--- src/lir_pkg.sv ---
// lir_pkg: shared types and constants of the linear interpolation resampler
// no dependencies
package lir_pkg;

	// command kind carried from the front to the back
	typedef enum logic {
		CMD_START = 1'b0,
		CMD_DATA  = 1'b1
	} cmd_kind_t;

	// longest run of outputs caused by one input item
	localparam int MAX_RUN = 16;
	localparam int RUN_CNT_W = $clog2(MAX_RUN);

	// skip counter
	localparam int SKIP_W = 5;
	localparam logic [SKIP_W-1:0] SKIP_MAX = '1;

	// integer part of phase plus step, step has five integer bits
	localparam int WHOLE_W = 6;

	// extra integer bits of the step register over the fraction
	localparam int STEP_INT_W = 5;

	// valid and ready handshake at the head of the queue between front and back
	typedef struct packed {
		logic valid;
		logic ready;
	} hs_t;

endpackage

--- src/lir_queue.sv ---
// lir_queue: two-entry queue of commands between front and back
// uses lir_pkg for the handshake struct
module lir_queue #(
	parameter int DW = 33
) (
	input  logic              clk,
	input  logic              arst_n,
	input  logic              push_valid,
	output logic              push_ready,
	input  logic [DW-1:0]     push_data,
	output lir_pkg::hs_t      pop_hs_o,
	input  logic              pop_ready,
	output logic [DW-1:0]     pop_data
);

	logic [DW-1:0] mem_q [2];
	logic          wr_ptr_q;
	logic          rd_ptr_q;
	logic [1:0]    count_q;
	logic          do_push;
	logic          do_pop;

	// handshake on both sides
	assign push_ready     = (count_q != 2'd2);
	assign do_push        = push_valid && push_ready;
	assign do_pop         = (count_q != 2'd0) && pop_ready;
	assign pop_hs_o.valid = (count_q != 2'd0);
	assign pop_hs_o.ready = pop_ready;
	assign pop_data       = mem_q[rd_ptr_q];

	// entry storage
	always_ff @(posedge clk) begin
		if (do_push) begin
			mem_q[wr_ptr_q] <= push_data;
		end
	end

	// pointers and fill count
	always_ff @(posedge clk or negedge arst_n) begin
		if (!arst_n) begin
			wr_ptr_q <= 1'b0;
			rd_ptr_q <= 1'b0;
			count_q  <= 2'd0;
		end else begin
			if (do_push) begin
				wr_ptr_q <= ~wr_ptr_q;
			end
			if (do_pop) begin
				rd_ptr_q <= ~rd_ptr_q;
			end
			case ({do_push, do_pop})
				2'b10:   count_q <= count_q + 2'd1;
				2'b01:   count_q <= count_q - 2'd1;
				default: count_q <= count_q;
			endcase
		end
	end

endmodule

--- src/lir_front.sv ---
// lir_front: accepts input items, keeps sample history, classifies each item
// uses lir_pkg for the command kind
module lir_front #(
	parameter int SAMPLE_WIDTH = 16
) (
	input  logic                           clk,
	input  logic                           arst_n,
	input  logic                           in_valid,
	output logic                           in_ready,
	input  logic signed [SAMPLE_WIDTH-1:0] in_sample,
	input  logic                           restart,
	output logic                           cmd_valid,
	input  logic                           cmd_ready,
	output logic [2*SAMPLE_WIDTH:0]        cmd_data
);

	logic                    have_prev_q;
	logic [SAMPLE_WIDTH-1:0] prev_q;
	lir_pkg::cmd_kind_t      kind;
	logic                    accept;

	// item goes straight into the queue
	assign in_ready  = cmd_ready;
	assign cmd_valid = in_valid;
	assign accept    = in_valid && cmd_ready;

	// a new stream starts without history or on restart
	assign kind     = (!have_prev_q || restart) ? lir_pkg::CMD_START : lir_pkg::CMD_DATA;
	assign cmd_data = {kind, prev_q, in_sample};

	// history flag
	always_ff @(posedge clk or negedge arst_n) begin
		if (!arst_n) begin
			have_prev_q <= 1'b0;
		end else if (accept) begin
			have_prev_q <= 1'b1;
		end
	end

	// previous sample
	always_ff @(posedge clk or negedge arst_n) begin
		if (!arst_n) begin
			prev_q <= '0;
		end else if (accept) begin
			prev_q <= in_sample;
		end
	end

endmodule

--- src/lir_back.sv ---
// lir_back: phase accumulator, skip counter and interpolation pipeline
// uses lir_pkg for command kind, run limit and counter widths
module lir_back #(
	parameter int SAMPLE_WIDTH  = 16,
	parameter int FRACTION_BITS = 32
) (
	input  logic                                           clk,
	input  logic                                           arst_n,
	input  logic [FRACTION_BITS+lir_pkg::STEP_INT_W-1:0]   step_q,
	input  lir_pkg::hs_t                                   cmd_hs_i,
	output logic                                           cmd_ready,
	input  logic [2*SAMPLE_WIDTH:0]                        cmd_data,
	output logic                                           out_valid,
	input  logic                                           out_ready,
	output logic signed [SAMPLE_WIDTH-1:0]                 out_sample,
	output logic                                           last_in_run
);

	localparam int POS_W  = FRACTION_BITS + lir_pkg::WHOLE_W;
	localparam int PROD_W = SAMPLE_WIDTH + FRACTION_BITS + 2;

	lir_pkg::cmd_kind_t                kind;
	logic [SAMPLE_WIDTH-1:0]           prev;
	logic [SAMPLE_WIDTH-1:0]           cur;
	logic [FRACTION_BITS-1:0]          phase_q;
	logic [lir_pkg::SKIP_W-1:0]        skip_q;
	logic [lir_pkg::RUN_CNT_W-1:0]     cnt_q;
	logic signed [SAMPLE_WIDTH:0]      diff;
	logic signed [PROD_W-1:0]          prod;
	logic [POS_W-1:0]                  pos;
	logic [lir_pkg::WHOLE_W-1:0]       whole;
	logic [lir_pkg::WHOLE_W-1:0]       whole_m1;
	logic                              adv;
	logic                              take;
	logic                              emit;
	logic                              run_end;
	logic                              stop_whole;
	logic                              stop_limit;
	logic                              s1_valid_q;
	logic signed [PROD_W-1:0]          prod_s1;
	logic [SAMPLE_WIDTH-1:0]           prev_s1;
	logic                              last_s1;
	logic signed [PROD_W-1:0]          shifted;
	logic                              out_valid_q;
	logic [SAMPLE_WIDTH-1:0]           out_sample_q;
	logic                              last_q;

	// unpack the command at the head of the queue
	assign kind = lir_pkg::cmd_kind_t'(cmd_data[2*SAMPLE_WIDTH]);
	assign prev = cmd_data[2*SAMPLE_WIDTH-1:SAMPLE_WIDTH];
	assign cur  = cmd_data[SAMPLE_WIDTH-1:0];

	// pipeline moves when the product stage is empty or the output register frees up
	assign adv  = !s1_valid_q || !out_valid_q || out_ready;
	assign take = cmd_hs_i.valid && adv;
	assign emit = take && (kind == lir_pkg::CMD_DATA) && (skip_q == '0);

	// product of sample difference and phase
	assign diff = $signed({cur[SAMPLE_WIDTH-1], cur}) - $signed({prev[SAMPLE_WIDTH-1], prev});
	assign prod = diff * $signed({1'b0, phase_q});

	// next output position
	assign pos        = POS_W'(phase_q) + POS_W'(step_q);
	assign whole      = pos[POS_W-1:FRACTION_BITS];
	assign whole_m1   = whole - lir_pkg::WHOLE_W'(1);
	assign stop_whole = (whole != '0);
	assign stop_limit = (cnt_q == lir_pkg::RUN_CNT_W'(lir_pkg::MAX_RUN - 1));
	assign run_end    = stop_whole || stop_limit;

	// command leaves the queue once it is fully handled
	assign cmd_ready = take && ((kind == lir_pkg::CMD_START) || (skip_q != '0) || run_end);

	// phase, skip and run count
	always_ff @(posedge clk or negedge arst_n) begin
		if (!arst_n) begin
			phase_q <= '0;
			skip_q  <= '0;
			cnt_q   <= '0;
		end else if (take) begin
			if (kind == lir_pkg::CMD_START) begin
				phase_q <= '0;
				skip_q  <= '0;
				cnt_q   <= '0;
			end else if (skip_q != '0) begin
				skip_q <= skip_q - lir_pkg::SKIP_W'(1);
			end else if (stop_whole) begin
				phase_q <= pos[FRACTION_BITS-1:0];
				cnt_q   <= '0;
				if (whole_m1 > lir_pkg::WHOLE_W'(lir_pkg::SKIP_MAX)) begin
					skip_q <= lir_pkg::SKIP_MAX;
				end else begin
					skip_q <= whole_m1[lir_pkg::SKIP_W-1:0];
				end
			end else if (stop_limit) begin
				cnt_q  <= '0;
				skip_q <= '0;
			end else begin
				phase_q <= pos[FRACTION_BITS-1:0];
				cnt_q   <= cnt_q + lir_pkg::RUN_CNT_W'(1);
			end
		end
	end

	// product stage
	always_ff @(posedge clk or negedge arst_n) begin
		if (!arst_n) begin
			s1_valid_q <= 1'b0;
		end else if (adv) begin
			s1_valid_q <= emit;
		end
	end

	always_ff @(posedge clk) begin
		if (adv && emit) begin
			prod_s1 <= prod;
			prev_s1 <= prev;
			last_s1 <= run_end;
		end
	end

	// floored shift and add, truncated to the sample width
	assign shifted = prod_s1 >>> FRACTION_BITS;

	// output register
	always_ff @(posedge clk or negedge arst_n) begin
		if (!arst_n) begin
			out_valid_q <= 1'b0;
		end else if (!out_valid_q || out_ready) begin
			out_valid_q <= s1_valid_q;
		end
	end

	always_ff @(posedge clk) begin
		if (s1_valid_q && (!out_valid_q || out_ready)) begin
			out_sample_q <= prev_s1 + shifted[SAMPLE_WIDTH-1:0];
			last_q       <= last_s1;
		end
	end

	assign out_valid   = out_valid_q;
	assign out_sample  = $signed(out_sample_q);
	assign last_in_run = last_q;

endmodule

--- src/linear_interp_resampler.sv ---
// linear_interp_resampler: streaming mono resampler by linear interpolation
// an accepted item passes the queue entry, the product stage and the output register
// before its first output item; throughput: one output item per cycle while out_ready
// is high; a run of n outputs occupies the back end until it ends, start and skip items emit none
// the two-entry command queue lets input items enter while a run is emitted
// reset: history, phase, skip count and queue clear, step returns to 1.0
module linear_interp_resampler #(
	parameter int SAMPLE_WIDTH  = 16,
	parameter int FRACTION_BITS = 32
) (
	input  logic                                          clk,
	input  logic                                          arst_n,
	input  logic                                          cfg_valid,
	output logic                                          cfg_ready,
	input  logic [FRACTION_BITS+lir_pkg::STEP_INT_W-1:0]  step_size,
	input  logic                                          in_valid,
	output logic                                          in_ready,
	input  logic signed [SAMPLE_WIDTH-1:0]                in_sample,
	input  logic                                          restart,
	output logic                                          out_valid,
	input  logic                                          out_ready,
	output logic signed [SAMPLE_WIDTH-1:0]                out_sample,
	output logic                                          last_in_run
);

	localparam int STEP_W = FRACTION_BITS + lir_pkg::STEP_INT_W;
	localparam int CMD_W  = 2 * SAMPLE_WIDTH + 1;

	logic [STEP_W-1:0] step_q;
	logic              front_valid;
	logic              front_ready;
	logic [CMD_W-1:0]  front_data;
	lir_pkg::hs_t      head_hs;
	logic              head_pop;
	logic [CMD_W-1:0]  head_data;

	// step register, reset to ratio one
	assign cfg_ready = 1'b1;

	always_ff @(posedge clk or negedge arst_n) begin
		if (!arst_n) begin
			step_q <= STEP_W'(1) << FRACTION_BITS;
		end else if (cfg_valid && cfg_ready) begin
			step_q <= step_size;
		end
	end

	// front: history and classification
	lir_front #(
		.SAMPLE_WIDTH(SAMPLE_WIDTH)
	) u_front (
		.clk       (clk),
		.arst_n    (arst_n),
		.in_valid  (in_valid),
		.in_ready  (in_ready),
		.in_sample (in_sample),
		.restart   (restart),
		.cmd_valid (front_valid),
		.cmd_ready (front_ready),
		.cmd_data  (front_data)
	);

	// command queue
	lir_queue #(
		.DW(CMD_W)
	) u_queue (
		.clk        (clk),
		.arst_n     (arst_n),
		.push_valid (front_valid),
		.push_ready (front_ready),
		.push_data  (front_data),
		.pop_hs_o   (head_hs),
		.pop_ready  (head_pop),
		.pop_data   (head_data)
	);

	// back: phase stepping and interpolation
	lir_back #(
		.SAMPLE_WIDTH  (SAMPLE_WIDTH),
		.FRACTION_BITS (FRACTION_BITS)
	) u_back (
		.clk         (clk),
		.arst_n      (arst_n),
		.step_q      (step_q),
		.cmd_hs_i    (head_hs),
		.cmd_ready   (head_pop),
		.cmd_data    (head_data),
		.out_valid   (out_valid),
		.out_ready   (out_ready),
		.out_sample  (out_sample),
		.last_in_run (last_in_run)
	);

endmodule
--- config.mk ---
export PLATFORM = sky130hd
export DESIGN_NAME = linear_interp_resampler
export DESIGN_NICKNAME = d
export VERILOG_FILES = /design/src/lir_pkg.sv /design/src/lir_queue.sv /design/src/lir_front.sv /design/src/lir_back.sv /design/src/linear_interp_resampler.sv
export SDC_FILE = /design/constraint.sdc
export NUM_CORES = 2
export LEC_CHECK = 0
export BUFFER_PORTS_ARGS = -buffer_cell sky130_fd_sc_hd__buf_2
export CORE_ASPECT_RATIO = 1.75
export CORE_MARGIN = 2
export CORE_UTILIZATION = 49
export CTS_CLUSTER_DIAMETER = 60
export DETAILED_ROUTE_END_ITERATION = 7
export MAX_ROUTING_LAYER = met4
export PLACE_DENSITY = 0.68
export SLEW_MARGIN = 20
export SYNTH_ARGS = -nofsm -noshare
export SYNTH_HDL_FRONTEND = slang
export SYNTH_HIERARCHICAL = 1
export SYNTH_SLANG_ARGS = --single-unit
--- constraint.sdc ---
create_clock -name clk -period 17.05 [get_ports clk]
set_clock_uncertainty 0.1 [all_clocks]
set_input_delay 1.705 -clock clk [delete_from_list [all_inputs] [get_ports clk]]
set_output_delay 1.705 -clock clk [all_outputs]
set_load 0.05 [all_outputs]
==> impl_metrics.tcl <==
set metrics [dict create \
    hp-start "u_back/last_s1" \
    placedCellCount 3824 \
    clk_latency_ps 540 \
    antenna_found_initial 1 \
    max_freq_mhz 94.1 \
    cp.arrival_ps 10810 \
    tightest_slew_ps 1140 \
    die_area_um2 62400 \
    die_x_um 190 \
    drtIter0Drc 1277 \
    gr-usage-all-layers 0.276 \
    core_um2 60000 \
    hp-class "reg -> reg" \
    dp_hpwl_um 62300 \
    start_kind "flip-flop" \
    drc 0 \
    cp.required_ps 17240 \
    slew-limit-headroom 0.232 \
    crit_path_start "u_queue/rd_ptr_q" \
    start_util 0.493 \
    rows 119 \
    overflow 0 \
    io_pins 79 \
    status "complete, no violations" \
    maxCapViolations 0 \
    layout_commonest_cell "inv_1" \
    grt_pass1_vias 23804 \
    crit_path_max_fanout 34 \
    ys_warn_count 6 \
    cts_setup_buffers 0 \
    rr_startpoint "u_queue/rd_ptr_q" \
    stdcell_count 3865 \
    path_clk_slew_ps 70 \
    dr.pass1.iters 5 \
    final_max_slew_viol_count 0 \
    root_buffer "clkbuf_16" \
    fin_crit_sh 0.623 \
    vias_per_cell 5.63 \
    wl_um 80600 \
    syn_area_per_cell_um2 9.50 \
    cts.path.max_buffers 3 \
    regArea_um2 6010 \
    layout_common_cells "618 x inv_1, 451 x fa_1, 389 x nand2_1" \
    port_buffers 77 \
    cts_tree "built" \
    htreeDepth 1 \
    slowest_stage "fa_1" \
    globalplace.congestion 1.00 \
    nets 3782 \
    cts_buffers 22 \
    grt_max_degree 63 \
    grt_pass1_wl_um 128000 \
    setup_violations 0 \
    multiInputGateArea_um2 20500 \
    cts_hold_buf 0 \
    clock-sinks 217 \
    area_growth_pct 5.68 \
    wl_per_cell_um 20.9 \
    ant_nets 0 \
    vias 21759 \
    ctsResizeCount 0 \
    drive_gt1_frac 0.0910 \
    cp_slowest_stage_delay_ps 550 \
    fin_crit_ps 10620 \
    rsz0062_at_grt "false" \
    die_h_um 329 \
    endpoint_kind "flip-flop" \
    nFillCells 5397 \
    hold_violations 0 \
    syn_inst 3113 \
    syn_nets 3833 \
    worst-setup-path-type "reg -> reg" \
    cp_common_cell "fa_1" \
    syn_area_um2 29600 \
    timing.setup.tns_ps 0 \
]
[worst paths after layout]
kind	endpoint	slack (ps)	depth (start not counted)
max in group asynchronous	step_q[16]	14510	2
min reg2reg	u_back/last_in_run	330	0
min	u_back/last_in_run	330	0
max reg2reg	u_back/prod_s1[46]	6430	36
min in group asynchronous	step_q[29]	1090	1
max	u_back/prod_s1[46]	6430	36
[sequential cells by signal, summed over array words and instances, names as in the netlist, 5 cells and up]
| signal | flops |
|---|---|
| u_back/phase_q | 32 |
| u_back/prod_s1 | 16 |
| u_back/prev_s1 | 16 |
| u_front/prev_q | 16 |
| u_back/out_sample | 16 |
| u_queue/mem_q | 66 |
| step_q | 37 |
| u_back/skip_q | 5 |
[metal layers]
layer / global-route usage / wire (µm) / vias to the layer above
met1: 0.270 / 26700 / 11030
met5: - / 0 / -
met4: 0.209 / 7450 / 0
met3: 0.0262 / 3440 / 266
met2: 0.501 / 43100 / 687
li1: - / - / 9776
[through the flow]
stage	area [µm²]	setup slack [ps]	hold slack (ps)	util
final	31300	6430	329	0.521
after global routing	31300	5730	344	0.521
after CTS	31300	6350	327	0.521
after detailed placement	30500	6390	305	0.508
after global placement	30500	6470	308	0.508
after floorplan	29600	8270	300	-
[layout make-up]
| cell class | count | area share |
|---|---|---|
| diodes | 1 | 0.0000801 |
| multi-input cells | 2086 | 0.655 |
| well taps | 786 | 0.0315 |
| inverters | 619 | 0.0743 |
| clock inverters | 13 | 0.00540 |
| repair buffers | 116 | 0.0218 |
| flip-flops and latches | 217 | 0.192 |
| clock buffers | 27 | 0.0192 |
[worst max-delay path, delay by kind of cell (launching register included)]
family,cells,cell delay (ps)
xor+xnor,1,150
fa+ha+maj,8,3460
flops,1,340
mux,1,430
buf+inv,7,1240
simple gates,7,1500
compound gates,12,3160
Power is left out: the tool's default activity adds up to more than one toggle a clock period on the data nets, which glitch-free logic cannot reach.
